--- src/pef_pkg.sv ---
// Shared types, constants and helper functions for the packet echo filter.
// Used by pef_cell, pef_chain and packet_echo_filter_fnv1a. No dependencies.
package pef_pkg;

    localparam logic [31:0] FNV_BASIS = 32'h811c_9dc5;
    localparam logic [31:0] FNV_PRIME = 32'h0100_0193;

    localparam int SENT_DEPTH_DEF       = 16;
    localparam int MAX_PACKET_BYTES_DEF = 255;

    localparam logic KIND_HEX     = 1'b0;
    localparam logic KIND_VERDICT = 1'b1;

    localparam logic OP_TX = 1'b0;
    localparam logic OP_RX = 1'b1;

    localparam logic [2:0] VERDICT_ACCEPT = 3'd0;
    localparam logic [2:0] VERDICT_ECHO   = 3'd1;
    localparam logic [2:0] VERDICT_ODD    = 3'd2;
    localparam logic [2:0] VERDICT_LONG   = 3'd3;
    localparam logic [2:0] VERDICT_BADHEX = 3'd4;

    localparam logic [7:0] HEX_DIGITS [16] = '{
        8'h30, 8'h31, 8'h32, 8'h33, 8'h34, 8'h35, 8'h36, 8'h37,
        8'h38, 8'h39, 8'h41, 8'h42, 8'h43, 8'h44, 8'h45, 8'h46
    };

    // Lookup query traveling down the hash chain.
    typedef struct packed {
        logic        vld;
        logic        hit;
        logic [31:0] key;
    } t_query;

    function automatic logic [31:0] fnv_step(input logic [31:0] h, input logic [7:0] b);
        logic [31:0] x;
        x = h ^ {24'd0, b};
        return x * FNV_PRIME;
    endfunction

    function automatic logic [7:0] hex_of(input logic [3:0] nib);
        return HEX_DIGITS[nib];
    endfunction

    // Bit 4 set when the character is a valid hex digit.
    function automatic logic [4:0] nibble_of(input logic [7:0] c);
        logic [4:0] r;
        r = 5'd0;
        if (c >= 8'h30 && c <= 8'h39) begin
            r = {1'b1, 4'(c - 8'h30)};
        end else if (c >= 8'h41 && c <= 8'h46) begin
            r = {1'b1, 4'(c - 8'h37)};
        end else if (c >= 8'h61 && c <= 8'h66) begin
            r = {1'b1, 4'(c - 8'h57)};
        end
        return r;
    endfunction

endpackage

--- src/packet_echo_filter_fnv1a.sv ---
// Packet echo filter with 32-bit FNV-1a hashing: control, hash accumulators
// and output register. Depends on pef_pkg and pef_chain.
//
// Input channel (i_in_valid / o_in_ready): i_op = 0 carries a raw outgoing
// byte, i_op = 1 an incoming ASCII hex character; i_last_in closes a packet.
// Output channel (o_out_valid / i_out_ready): one beat per result.
// An outgoing byte gives two hex character beats; the
// second beat of a last byte carries the packet hash, whose hash is also
// pushed into the chain of SENT_DEPTH recent sent hashes.
// An incoming character that is not last gives no beat.
// A last incoming character gives one verdict beat, set by the query
// walking the hash chain one cell per cycle.
// Reset clears the chain to zero hashes and restarts both accumulators.
// When the receiver stalls, the result is held in the output register and
// o_in_ready stays low until that register can take the next beat.
module packet_echo_filter_fnv1a #(
    parameter int SENT_DEPTH       = pef_pkg::SENT_DEPTH_DEF,
    parameter int MAX_PACKET_BYTES = pef_pkg::MAX_PACKET_BYTES_DEF,
    localparam int BYTES_W         = $clog2(MAX_PACKET_BYTES + 2)
) (
    input  logic               i_clk,
    input  logic               i_rst_n,
    input  logic               i_in_valid,
    output logic               o_in_ready,
    input  logic               i_op,
    input  logic [7:0]         i_data_in,
    input  logic               i_last_in,
    output logic               o_out_valid,
    input  logic               i_out_ready,
    output logic               o_kind,
    output logic [7:0]         o_hex_char,
    output logic [2:0]         o_verdict,
    output logic [BYTES_W-1:0] o_byte_count,
    output logic [31:0]        o_packet_hash,
    output logic               o_run_last,
    output logic               o_packet_end
);
    import pef_pkg::*;

    localparam int CNT_SAT = 2 * MAX_PACKET_BYTES + 2;
    localparam int CNT_W   = $clog2(CNT_SAT + 1);

    typedef enum logic [4:0] {
        S_IDLE   = 5'b00001,
        S_TX2    = 5'b00010,
        S_LAUNCH = 5'b00100,
        S_WAIT   = 5'b01000,
        S_EMIT   = 5'b10000
    } t_state;

    t_state             r_state, n_state;
    logic [31:0]        r_tx_hash, n_tx_hash;
    logic [31:0]        r_rx_hash, n_rx_hash;
    logic [CNT_W-1:0]   r_rx_cnt, n_rx_cnt;
    logic [3:0]         r_rx_hi, n_rx_hi;
    logic               r_rx_bad, n_rx_bad;
    logic               r_rx_odd, n_rx_odd;
    logic               r_hit, n_hit;

    logic [7:0]         r_pend_char, n_pend_char;
    logic [31:0]        r_pend_hash, n_pend_hash;
    logic               r_pend_end, n_pend_end;

    logic               r_out_valid, n_out_valid;
    logic               r_kind, n_kind;
    logic [7:0]         r_hex, n_hex;
    logic [2:0]         r_verdict, n_verdict;
    logic [BYTES_W-1:0] r_bytes, n_bytes;
    logic [31:0]        r_hash, n_hash;
    logic               r_rl, n_rl;
    logic               r_pe, n_pe;

    logic               w_out_free;
    logic               w_accept;
    logic [4:0]         w_nib;
    logic [31:0]        w_mul_h;
    logic [7:0]         w_mul_b;
    logic [31:0]        w_mul;
    logic [BYTES_W-1:0] w_bytes;
    logic               w_push;
    t_query             w_q_in;
    t_query             w_q_out;

    assign w_out_free = !r_out_valid || i_out_ready;
    assign o_in_ready = (r_state == S_IDLE) && w_out_free;
    assign w_accept   = i_in_valid && o_in_ready;

    assign w_nib   = nibble_of(i_data_in);
    assign w_mul_h = (i_op == OP_RX) ? r_rx_hash : r_tx_hash;
    assign w_mul_b = (i_op == OP_RX) ? {r_rx_hi, w_nib[3:0]} : i_data_in;
    assign w_mul   = fnv_step(w_mul_h, w_mul_b);
    assign w_bytes = BYTES_W'(r_rx_cnt >> 1);

    assign w_push = w_accept && (i_op == OP_TX) && i_last_in;
    assign w_q_in = '{vld: (r_state == S_LAUNCH), hit: 1'b0, key: r_rx_hash};

    pef_chain #(
        .SENT_DEPTH (SENT_DEPTH)
    ) u_chain (
        .i_clk       (i_clk),
        .i_rst_n     (i_rst_n),
        .i_push      (w_push),
        .i_push_hash (w_mul),
        .i_query     (w_q_in),
        .o_query     (w_q_out)
    );

    always_comb begin
        n_state     = r_state;
        n_tx_hash   = r_tx_hash;
        n_rx_hash   = r_rx_hash;
        n_rx_cnt    = r_rx_cnt;
        n_rx_hi     = r_rx_hi;
        n_rx_bad    = r_rx_bad;
        n_rx_odd    = r_rx_odd;
        n_hit       = r_hit;
        n_pend_char = r_pend_char;
        n_pend_hash = r_pend_hash;
        n_pend_end  = r_pend_end;
        n_out_valid = r_out_valid && !i_out_ready;
        n_kind      = r_kind;
        n_hex       = r_hex;
        n_verdict   = r_verdict;
        n_bytes     = r_bytes;
        n_hash      = r_hash;
        n_rl        = r_rl;
        n_pe        = r_pe;

        unique case (r_state)
            S_IDLE: begin
                if (w_accept) begin
                    if (i_op == OP_TX) begin
                        n_tx_hash   = i_last_in ? FNV_BASIS : w_mul;
                        n_out_valid = 1'b1;
                        n_kind      = KIND_HEX;
                        n_hex       = hex_of(i_data_in[7:4]);
                        n_verdict   = VERDICT_ACCEPT;
                        n_bytes     = '0;
                        n_hash      = '0;
                        n_rl        = 1'b0;
                        n_pe        = 1'b0;
                        n_pend_char = hex_of(i_data_in[3:0]);
                        n_pend_hash = i_last_in ? w_mul : 32'd0;
                        n_pend_end  = i_last_in;
                        n_state     = S_TX2;
                    end else begin
                        if (!w_nib[4]) begin
                            n_rx_bad = 1'b1;
                        end
                        if (!r_rx_odd) begin
                            n_rx_hi = w_nib[3:0];
                        end else begin
                            n_rx_hash = w_mul;
                        end
                        n_rx_odd = !r_rx_odd;
                        if (r_rx_cnt < CNT_W'(CNT_SAT)) begin
                            n_rx_cnt = r_rx_cnt + 1'b1;
                        end
                        if (i_last_in) begin
                            n_state = S_LAUNCH;
                        end
                    end
                end
            end
            S_TX2: begin
                if (w_out_free) begin
                    n_out_valid = 1'b1;
                    n_kind      = KIND_HEX;
                    n_hex       = r_pend_char;
                    n_verdict   = VERDICT_ACCEPT;
                    n_bytes     = '0;
                    n_hash      = r_pend_hash;
                    n_rl        = 1'b1;
                    n_pe        = r_pend_end;
                    n_state     = S_IDLE;
                end
            end
            S_LAUNCH: begin
                n_state = S_WAIT;
            end
            S_WAIT: begin
                if (w_q_out.vld) begin
                    n_hit   = w_q_out.hit;
                    n_state = S_EMIT;
                end
            end
            S_EMIT: begin
                if (w_out_free) begin
                    n_out_valid = 1'b1;
                    n_kind      = KIND_VERDICT;
                    n_hex       = 8'd0;
                    n_bytes     = w_bytes;
                    n_hash      = r_rx_hash;
                    n_rl        = 1'b1;
                    n_pe        = 1'b1;
                    if (r_rx_odd) begin
                        n_verdict = VERDICT_ODD;
                    end else if (w_bytes > BYTES_W'(MAX_PACKET_BYTES)) begin
                        n_verdict = VERDICT_LONG;
                    end else if (r_rx_bad) begin
                        n_verdict = VERDICT_BADHEX;
                    end else if (r_hit) begin
                        n_verdict = VERDICT_ECHO;
                    end else begin
                        n_verdict = VERDICT_ACCEPT;
                    end
                    n_rx_hash = FNV_BASIS;
                    n_rx_cnt  = '0;
                    n_rx_hi   = 4'd0;
                    n_rx_bad  = 1'b0;
                    n_rx_odd  = 1'b0;
                    n_state   = S_IDLE;
                end
            end
            default: begin
                n_state = S_IDLE;
            end
        endcase
    end

    always_ff @(posedge i_clk) begin
        if (!i_rst_n) begin
            r_state     <= S_IDLE;
            r_tx_hash   <= FNV_BASIS;
            r_rx_hash   <= FNV_BASIS;
            r_rx_cnt    <= '0;
            r_rx_hi     <= 4'd0;
            r_rx_bad    <= 1'b0;
            r_rx_odd    <= 1'b0;
            r_hit       <= 1'b0;
            r_out_valid <= 1'b0;
        end else begin
            r_state     <= n_state;
            r_tx_hash   <= n_tx_hash;
            r_rx_hash   <= n_rx_hash;
            r_rx_cnt    <= n_rx_cnt;
            r_rx_hi     <= n_rx_hi;
            r_rx_bad    <= n_rx_bad;
            r_rx_odd    <= n_rx_odd;
            r_hit       <= n_hit;
            r_out_valid <= n_out_valid;
        end
    end

    always_ff @(posedge i_clk) begin
        r_pend_char <= n_pend_char;
        r_pend_hash <= n_pend_hash;
        r_pend_end  <= n_pend_end;
        r_kind      <= n_kind;
        r_hex       <= n_hex;
        r_verdict   <= n_verdict;
        r_bytes     <= n_bytes;
        r_hash      <= n_hash;
        r_rl        <= n_rl;
        r_pe        <= n_pe;
    end

    assign o_out_valid   = r_out_valid;
    assign o_kind        = r_kind;
    assign o_hex_char    = r_hex;
    assign o_verdict     = r_verdict;
    assign o_byte_count  = r_bytes;
    assign o_packet_hash = r_hash;
    assign o_run_last    = r_rl;
    assign o_packet_end  = r_pe;

endmodule

--- src/pef_cell.sv ---
// One cell of the sent-hash chain: holds one hash, shifts it on push,
// and checks the passing query against it. Depends on pef_pkg.
module pef_cell (
    input  logic            i_clk,
    input  logic            i_rst_n,
    input  logic            i_push,
    input  logic [31:0]     i_hash,
    output logic [31:0]     o_hash,
    input  pef_pkg::t_query i_query,
    output pef_pkg::t_query o_query
);
    import pef_pkg::*;

    logic [31:0] r_hash;
    t_query      r_query;
    t_query      n_query;

    always_comb begin
        n_query     = i_query;
        n_query.hit = i_query.hit | (i_query.key == r_hash);
    end

    always_ff @(posedge i_clk) begin
        if (!i_rst_n) begin
            r_hash      <= '0;
            r_query.vld <= 1'b0;
            r_query.hit <= 1'b0;
            r_query.key <= '0;
        end else begin
            if (i_push) begin
                r_hash <= i_hash;
            end
            r_query <= n_query;
        end
    end

    assign o_hash  = r_hash;
    assign o_query = r_query;

endmodule

--- src/pef_chain.sv ---
// Row of SENT_DEPTH hash cells: a push shifts a new hash in at the head,
// a query walks one cell per cycle. Depends on pef_pkg and pef_cell.
module pef_chain #(
    parameter int SENT_DEPTH = pef_pkg::SENT_DEPTH_DEF
) (
    input  logic            i_clk,
    input  logic            i_rst_n,
    input  logic            i_push,
    input  logic [31:0]     i_push_hash,
    input  pef_pkg::t_query i_query,
    output pef_pkg::t_query o_query
);
    import pef_pkg::*;

    logic [31:0] w_hash  [SENT_DEPTH+1];
    t_query      w_query [SENT_DEPTH+1];

    assign w_hash[0]  = i_push_hash;
    assign w_query[0] = i_query;

    for (genvar g = 0; g < SENT_DEPTH; g++) begin : g_cell
        pef_cell u_cell (
            .i_clk   (i_clk),
            .i_rst_n (i_rst_n),
            .i_push  (i_push),
            .i_hash  (w_hash[g]),
            .o_hash  (w_hash[g+1]),
            .i_query (w_query[g]),
            .o_query (w_query[g+1])
        );
    end

    assign o_query = w_query[SENT_DEPTH];

endmodule
--- config.mk ---
export PLATFORM = sky130hd
export DESIGN_NAME = packet_echo_filter_fnv1a
export DESIGN_NICKNAME = d
export VERILOG_FILES = /design/src/pef_pkg.sv /design/src/packet_echo_filter_fnv1a.sv /design/src/pef_cell.sv /design/src/pef_chain.sv
export SDC_FILE = /design/constraint.sdc
export NUM_CORES = 2
export LEC_CHECK = 0
export BUFFER_PORTS_ARGS = -buffer_cell sky130_fd_sc_hd__clkbuf_2
export CAP_MARGIN = 0
export CORE_MARGIN = 2
export CORE_UTILIZATION = 40
export DETAILED_ROUTE_END_ITERATION = 8
export PLACE_DENSITY = 0.59
export RECOVER_POWER = 25
export SYNTH_ARGS = -nofsm -noshare
export SYNTH_HDL_FRONTEND = slang
export SYNTH_HIERARCHICAL = 1
export SYNTH_SLANG_ARGS = --single-unit
--- constraint.sdc ---
create_clock -name i_clk -period 20.6 [get_ports i_clk]
set_input_delay 3.09 -clock i_clk [delete_from_list [all_inputs] [get_ports i_clk]]
set_output_delay 3.09 -clock i_clk [all_outputs]
set_load 0.02 [all_outputs]
==> impl_metrics.env <==
export IMPL_status="finished, violations left"
export IMPL_violations="max-capacitance violations, max-slew violations"
export IMPL_netlist_instances=4866
export IMPL_use_met1_pct=22.2
export IMPL_worstHoldPathType="reg2reg"
export IMPL_crit_path_start_kind="input port"
export IMPL_regArea_um2=25000
export IMPL_finalHoldViolations=0
export IMPL_grt_remaining_overflow=0
export IMPL_die_w_um=366
export IMPL_cp_slowest_cell="clkbuf_1"
export IMPL_wirelength_um=112000
export IMPL_drive_gt1_share_pct=6.54
export IMPL_fmax_mhz=88.1
export IMPL_core_area_um2=130000
export IMPL_portBuffers=69
export IMPL_busiest_layer="met2"
export IMPL_worst_path_max_fanout=46
export IMPL_clock_latency_ns=0.75
export IMPL_n_fill_cell=12200
export IMPL_grt_max_degree=245
export IMPL_grt_pass1_vias=31200
export IMPL_clockRootBuffer="clkbuf_16"
export IMPL_critPathArrivalTime_ns=12.03
export IMPL_clkTransAtPathRegs_ns=0.06
export IMPL_drcViolationCount=0
export IMPL_slew_limit_headroom_pct=-337
export IMPL_use_met3_pct=2.58
export IMPL_skew_ns=0.0250
export IMPL_drt_initial_drc_count=1913
export IMPL_ioPinCount=71
export IMPL_multi_input_area_um2=25400
export IMPL_drv_cap=7
export IMPL_dp_hpwl_um=77300
export IMPL_row_count=132
export IMPL_postCtsSetupRepairBufs=0
export IMPL_first_pass_iters=5
export IMPL_cp_common_cell="ha_1"
export IMPL_htree_levels=4
export IMPL_slowest_delay_ns=1.97
export IMPL_viasPerCell=4.72
export IMPL_ant_nets=0
export IMPL_r2r_end="r_pend_hash[28]$_SDFFCE_PN0P_"
export IMPL_wire_per_inst_um=16.7
export IMPL_r2r_start="r_rx_hash[1]$_SDFFE_PN0P_"
export IMPL_die_height_um=366
export IMPL_rsz0062_at_grt="false"
export IMPL_slew_viol_final=586
export IMPL_r2r_cells=26
export IMPL_vias=31700
export IMPL_die_area_um2=134000
export IMPL_grt_pass1_wl_um=178000
export IMPL_ctsResizeCount=0
export IMPL_fin_crit_sh_pct=55.1
export IMPL_nets=5149
export IMPL_holdWs_ns=0.428
export IMPL_cts_tree="yes"
export IMPL_tightest_slew_ns=6.55
export IMPL_min_delay_start="u_chain/g_cell[3].u_cell/o_query[33]$_SDFF_PN0_"
export IMPL_grt_util_all_layers_pct=16.6
export IMPL_fin_tns_setup_ns=0
export IMPL_cts_sinks=1203
export IMPL_antenna_found_initial=3
export IMPL_criticalPathCategory="in2reg"
export IMPL_mostFrequentLayoutCell="dfxtp_1"
export IMPL_required_ns=21.27
export IMPL_reg2reg_slack_ns=13.54
export IMPL_area_delta_synth_final_pct=11.2
export IMPL_cts_hold_buf=0
export IMPL_use_met2_pct=27.1
export IMPL_holdPathEnd="u_chain/g_cell[4].u_cell/o_query[33]$_SDFF_PN0_"
export IMPL_fin_crit_ns=11.35
export IMPL_layout_common_cells="dfxtp_1, nor2b_1, xnor2_1"
export IMPL_gp_congestion=0.894
export IMPL_holdPathStages=1
export IMPL_synth_area_um2=52400
export IMPL_endpoint_kind="register"
export IMPL_cts_buffer_depth=3
export IMPL_initial_core_util_pct=40.4
export IMPL_setup_violations_final=0
export IMPL_cts_inserted_buffers=131
export IMPL_syn_area_per_cell_um2=10.8
export IMPL_yosys_warnings=6
[per-stage QoR]
stage	util, %	area (um2)	worst slack (ns)	std cells
6_report	44.9	58300	9.25	6710
5_1_grt	44.9	58300	8.73	6709
4_1_cts	45.0	58400	10.33	6709
3_5_place_dp	41.8	54200	9.55	6478
3_3_place_gp	41.8	54200	9.66	6478
2_1_floorplan	-	52400	10.13	4867
[state kept, by name (all words and copies together), names as in the netlist, 3 cells and up]
name,cells
u_chain/g_cell.u_cell/o_hash,512
u_chain/g_cell.u_cell/o_query,512
o_packet_hash,32
r_pend_hash,32
r_rx_hash,32
r_tx_hash,32
r_rx_cnt,10
o_byte_count,9
o_hex_char,6
r_pend_char,6
r_state,5
r_rx_hi,4
o_verdict,3
[how the worst max path moves through the flow]
stage                       from                                                to  slack [ns]
global route                i_op                        r_rx_hash[31]$_SDFFE_PN1P_        8.73
CTS                 i_data_in[1]  u_chain/g_cell[0].u_cell/o_hash[31]$_SDFFE_PN0P_       10.33
detailed placement  i_data_in[1]  u_chain/g_cell[0].u_cell/o_hash[31]$_SDFFE_PN0P_        9.55
global placement    i_data_in[1]  u_chain/g_cell[0].u_cell/o_hash[31]$_SDFFE_PN0P_        9.66
finish                      i_op                        r_rx_hash[31]$_SDFFE_PN1P_        9.25
floorplan           i_data_in[0]                     r_pend_hash[28]$_SDFFCE_PN0P_       10.13
[worst max-delay path, delay by kind of cell]
family,cells,cell delay (ns)
compound gates,12,2.19
xor+xnor,1,0.37
fa+ha+maj,6,2.15
buf+inv,6,2.83
simple gates,6,1.33
[area by class of cell]
cell class,instances,share of cell area (%)
inverter,269,1.73
multi-input combinational,3163,43.5
tap,1742,3.74
timing repair buffer,101,1.01
sequential,1203,42.9
clock buffer,195,6.57
clock inverter,36,0.558
antenna,1,0.00429
[layer usage]
metal	part of all wire (%)	up-vias
met2	46	485
met5	0	-
met4	2.7	0
li1	-	16100
met3	3.6	166
met1	47	15000
Power is not shown: default switching activity piles up to over one toggle a cycle in this logic, so the estimate is an artifact.
